$ cat src/ipts_pkg.sv
`timescale 1ns / 1ps
package ipts_pkg;

  // Map size defaults
  localparam int unsigned MapWidthDef  = 512;
  localparam int unsigned MapHeightDef = 512;

  // Refinement rounds per rendered pixel
  localparam int unsigned Rounds = 5;

  // Field widths
  localparam int unsigned PixW   = 9;
  localparam int unsigned HeightW = 8;
  localparam int unsigned ColorW = 24;
  localparam int unsigned GainW  = 16;

  // Shared multiply-add unit widths
  localparam int unsigned AccW = 26;
  localparam int unsigned MulW = 17;
  localparam int unsigned ResW = 35;

  typedef enum logic [1:0] {
    CMD_LOAD_HEIGHT = 2'd0,
    CMD_LOAD_COLOR  = 2'd1,
    CMD_RENDER      = 2'd2
  } cmd_e;

  typedef enum logic {
    CFG_GAIN_X = 1'b0,
    CFG_GAIN_Y = 1'b1
  } cfg_idx_e;

  typedef enum logic [3:0] {
    ST_IDLE,
    ST_START,
    ST_START_WB,
    ST_SAMP,
    ST_H1,
    ST_H2,
    ST_H3,
    ST_H4,
    ST_OFF_X,
    ST_OFF_Y,
    ST_OFF_WB,
    ST_C1,
    ST_C2,
    ST_C3,
    ST_C4,
    ST_DONE
  } state_e;

  typedef struct packed {
    logic [1:0]         command;
    logic [PixW-1:0]    pixel_x;
    logic [PixW-1:0]    pixel_y;
    logic [HeightW-1:0] height_value;
    logic [ColorW-1:0]  color_value;
  } in_item_t;

  typedef struct packed {
    logic [ColorW-1:0] color_out;
    logic [PixW-1:0]   out_x;
    logic [PixW-1:0]   out_y;
  } out_item_t;

  // Operands of one multiply-add: acc + m1 * m2
  typedef struct packed {
    logic signed [AccW-1:0] acc;
    logic signed [MulW-1:0] m1;
    logic signed [MulW-1:0] m2;
  } mac_op_t;

endpackage

$ cat src/ipts_mac.sv
`timescale 1ns / 1ps
module ipts_mac
  import ipts_pkg::*;
(
  input  logic                   clk_i,
  input  mac_op_t                op_i,
  output logic signed [ResW-1:0] res_o
);

  logic signed [ResW-1:0] res_q;
  logic signed [ResW-1:0] res_d;

  // Lerp (a*256 + (b-a)*k) and offset (h*gain) both map onto this
  assign res_d = ResW'(op_i.acc) + ResW'(op_i.m1 * op_i.m2);

  always_ff @(posedge clk_i) begin
    res_q <= res_d;
  end

  assign res_o = res_q;

endmodule

$ cat config.mk
export PLATFORM = sky130hd
export DESIGN_NAME = ipts_mac
export DESIGN_NICKNAME = d
export VERILOG_FILES = /design/src/ipts_pkg.sv /design/src/ipts_mac.sv
export SDC_FILE = /design/constraint.sdc
export NUM_CORES = 1
export LEC_CHECK = 0
export BUFFER_PORTS_ARGS = -buffer_cell sky130_fd_sc_hd__buf_2
export CORE_ASPECT_RATIO = 0.5
export CORE_UTILIZATION = 65
export CTS_BUF_LIST = sky130_fd_sc_hd__clkbuf_4
export DETAILED_ROUTE_END_ITERATION = 8
export GPL_TIMING_DRIVEN = 0
export PLACE_DENSITY_LB_ADDON = 0.08
export REMOVE_ABC_BUFFERS = 1
export SYNTH_ARGS = -nofsm -noshare
export SYNTH_HDL_FRONTEND = slang
export SYNTH_SLANG_ARGS = --single-unit
$ cat constraint.sdc
create_clock -name clk_i -period 11.3 [get_ports clk_i]
set_clock_uncertainty 0.2 [all_clocks]
set_input_delay 0 -clock clk_i [delete_from_list [all_inputs] [get_ports clk_i]]
set_output_delay 0 -clock clk_i [all_outputs]
set_load 0.05 [all_outputs]
==> metrics.md <==
| Metric | Value |
|---|---|
| Least-Margin Pin Slew | `~900 ps` |
| Final setup viols | `0` |
| Clock transition at path regs | `between 100 and 150 ps` |
| Tot GR Track Use | `0.2896` |
| F_max | `roughly 160 MHz` |
| Max reg flops | `35` |
| RSZ-0062 raised after global routing | `no` |
| Commonest non-fill, non-tap cell in the layout | `inv_1` |
| Layout Nets | `a little under 2000` |
| Rel. slew slack | `0.3940` |
| Seq cells post-synth | `35` |
| Ranking of synthesized cells by area | `fa_1 52%, inv_1 12%, ha_1 9.4%` |
| Core area | `around 19000 um2` |
| DP HPWL | `approximately 23000 um` |
| Warnings from Yosys | `0` |
| Diode count | `0` |
| EDFF count, synth | `0` |
| Post-CTS Setup Bufs | `0` |
| Vias | `about 9000` |
| Mapped Cells | `between 1000 and 1500` |
| Rows | `35` |
| Drt initial violations | `393` |
| Layout cells sized above 1 | `0.07820` |
| Routed wire length | `27250 um` |
| Final TNS setup | `0 ps` |
| Critical path launch point type | `primary input` |
| Vias per Instance | `5.362` |
| Max Root-Sink Buffers | `2` |
| Cts repair resizes | `0` |
| Critical path type | `in -> reg` |
| CTS tree | `done` |
| Hold WC Path Type | `in -> reg` |
| Number of global-route vias before repair | `between 9000 and 10000` |
| WL/cell | `15.99 um` |
| Detail Route Antenna Nets | `0` |
| Clock Sinks | `35` |
| Worst setup EP type | `flip-flop` |
| Count of cell types in the netlist | `44` |
| RD Place Congestion | `just under 0.9` |
| Part of the Yosys area used for sequential elements | `0.05449` |
| Max-Cap Viols | `0` |
| Buffers on Ports | `95` |
| Ys async rst share | `0` |
| Starting Density | `0.6813` |
| CTS Buf Count | `5` |
| Die width | `approximately 200 um` |
| Mapped Area | `12860 um2` |
| Endpoints failing hold | `0` |
| Most frequent cells in the layout | `402 x inv_1, 331 x fa_1, 155 x nand2_1` |
| Clk root buf | `clkbuf_4` |
| Die Y | `101.5 um` |
| WP data required | `approximately 11000 ps` |
| Synthesized area per cell | `a little over 9 um2` |
| Pre-CTS setup slack | `roughly 4700 ps` |
| Top FF cell, synth | `dfxtp_1` |
| Yosys top cell by area | `fa_1` |
| Worst-path fanout max | `17` |
| Setup ws final | `just under 5000 ps` |
| DRC | `0` |
| Ports | `96` |
| Critical Path AT | `6490 ps` |
| Outcome | `complete, no violations` |
| Die area | `~20000 um2` |
| CTS H-tree depth | `2` |
| Area growth, synth to finish | `5.653%` |
| First-pass GRT wire length | `approximately 46000 um` |
| Tcrit/Tclk final | `0.5654` |
| Max-slew violations | `0` |
| Grt ovf | `0` |
| Drt first pass iters | `5` |
| Pin count of the biggest net entering global routing | `18` |
| Fill cells | `around 1500` |
| Yosys top cell area share | `0.5153` |
| Min Tclk post-route | `between 6000 and 7000 ps` |
| Initial antenna violation count | `0` |
synth_stat cells (2+ instances only):
master	number
inv_1	402
fa_1	331
nand2_1	155
and2_1	136
ha_1	97
clkbuf_1	41
dfxtp_1	35
nor2_1	29
xnor2_1	27
a21oi_1	23
a21o_1	17
o21ai_0	12
nand2b_1	8
xor2_1	7
nand3_1	6
o211ai_1	5
o21bai_1	5
and3_1	4
nor3_1	4
a211oi_1	3
a21boi_0	3
a31oi_1	3
o21a_1	3
or2_2	3
a211o_1	2
nor2b_1	2
per-stage QoR:
step | hold slack, ps | area (um2) | std cells | utilization
after global placement | 31.66 | 13510 | 1694 | 0.7155
after CTS | 13.89 | 13590 | 1704 | 0.7199
after global routing | 31.70 | 13590 | 1704 | 0.7199
after floorplan | -70.16 | 12710 | 1340 | -
final | 51.45 | 13590 | 1704 | 0.7199
after detailed placement | 46.42 | 13510 | 1694 | 0.7155
cells by family after synthesis:
family	synth area share
AOI/OAI and AO/OA	0.04816
adders and majority gates	0.6097
buffers and inverters	0.1293
and+or+nand+nor	0.1352
xor gates and xnor gates	0.02316
DFF	0.05449
final timing paths:
| path | start | end | slack [ps] | cells after the start |
|---|---|---|---|---|
| setup / recovery | op_i[0] | res_o[34] | 4910 | 21 |
| hold / removal | op_i[0] | res_o[0] | 50 | 3 |
cell type report:
class | instances | area (um2) | share of cell area
Sequential cell | 35 | 700.7 | 0.05157
Clock buffer | 5 | 37.54 | 0.002763
Inverter | 402 | 1509 | 0.1111
Tap cell | 259 | 324.1 | 0.02385
Multi-Input combinational cell | 903 | 10500 | 0.7725
Timing Repair Buffer | 97 | 495.5 | 0.03647
Clock inverter | 3 | 23.77 | 0.001750
critical path, cell delays in order:
cell and delay, ps:
buf_2 300, and2_1 350, inv_1 290, fa_1 560
inv_1 60, fa_1 500, inv_1 50, fa_1 450
fa_1 510, inv_1 50, fa_1 530, inv_1 50
fa_1 470, inv_1 40, ha_1 350, nand2_1 120
o21ai_0 160, a211oi_1 810, a21boi_0 360, o21a_1 300
o211ai_1 180
layer usage:
layer,part of all wire,vias up,track usage
li1,-,4079,-
met1,0.39,4714,0.3665
met2,0.53,274,0.5379
met3,0.051,70,0.03636
met4,0.025,0,0.07223
met5,0,-,0
what timing repair did:
item | CTS | global route
endpoints found under the setup margin | 0 | 0
endpoints found under the hold margin | 2 | 0
hold buffers | 2 | 0
Power is left out: the tool's default activity adds up to more than one toggle a clock period on the data nets, which glitch-free logic cannot reach.
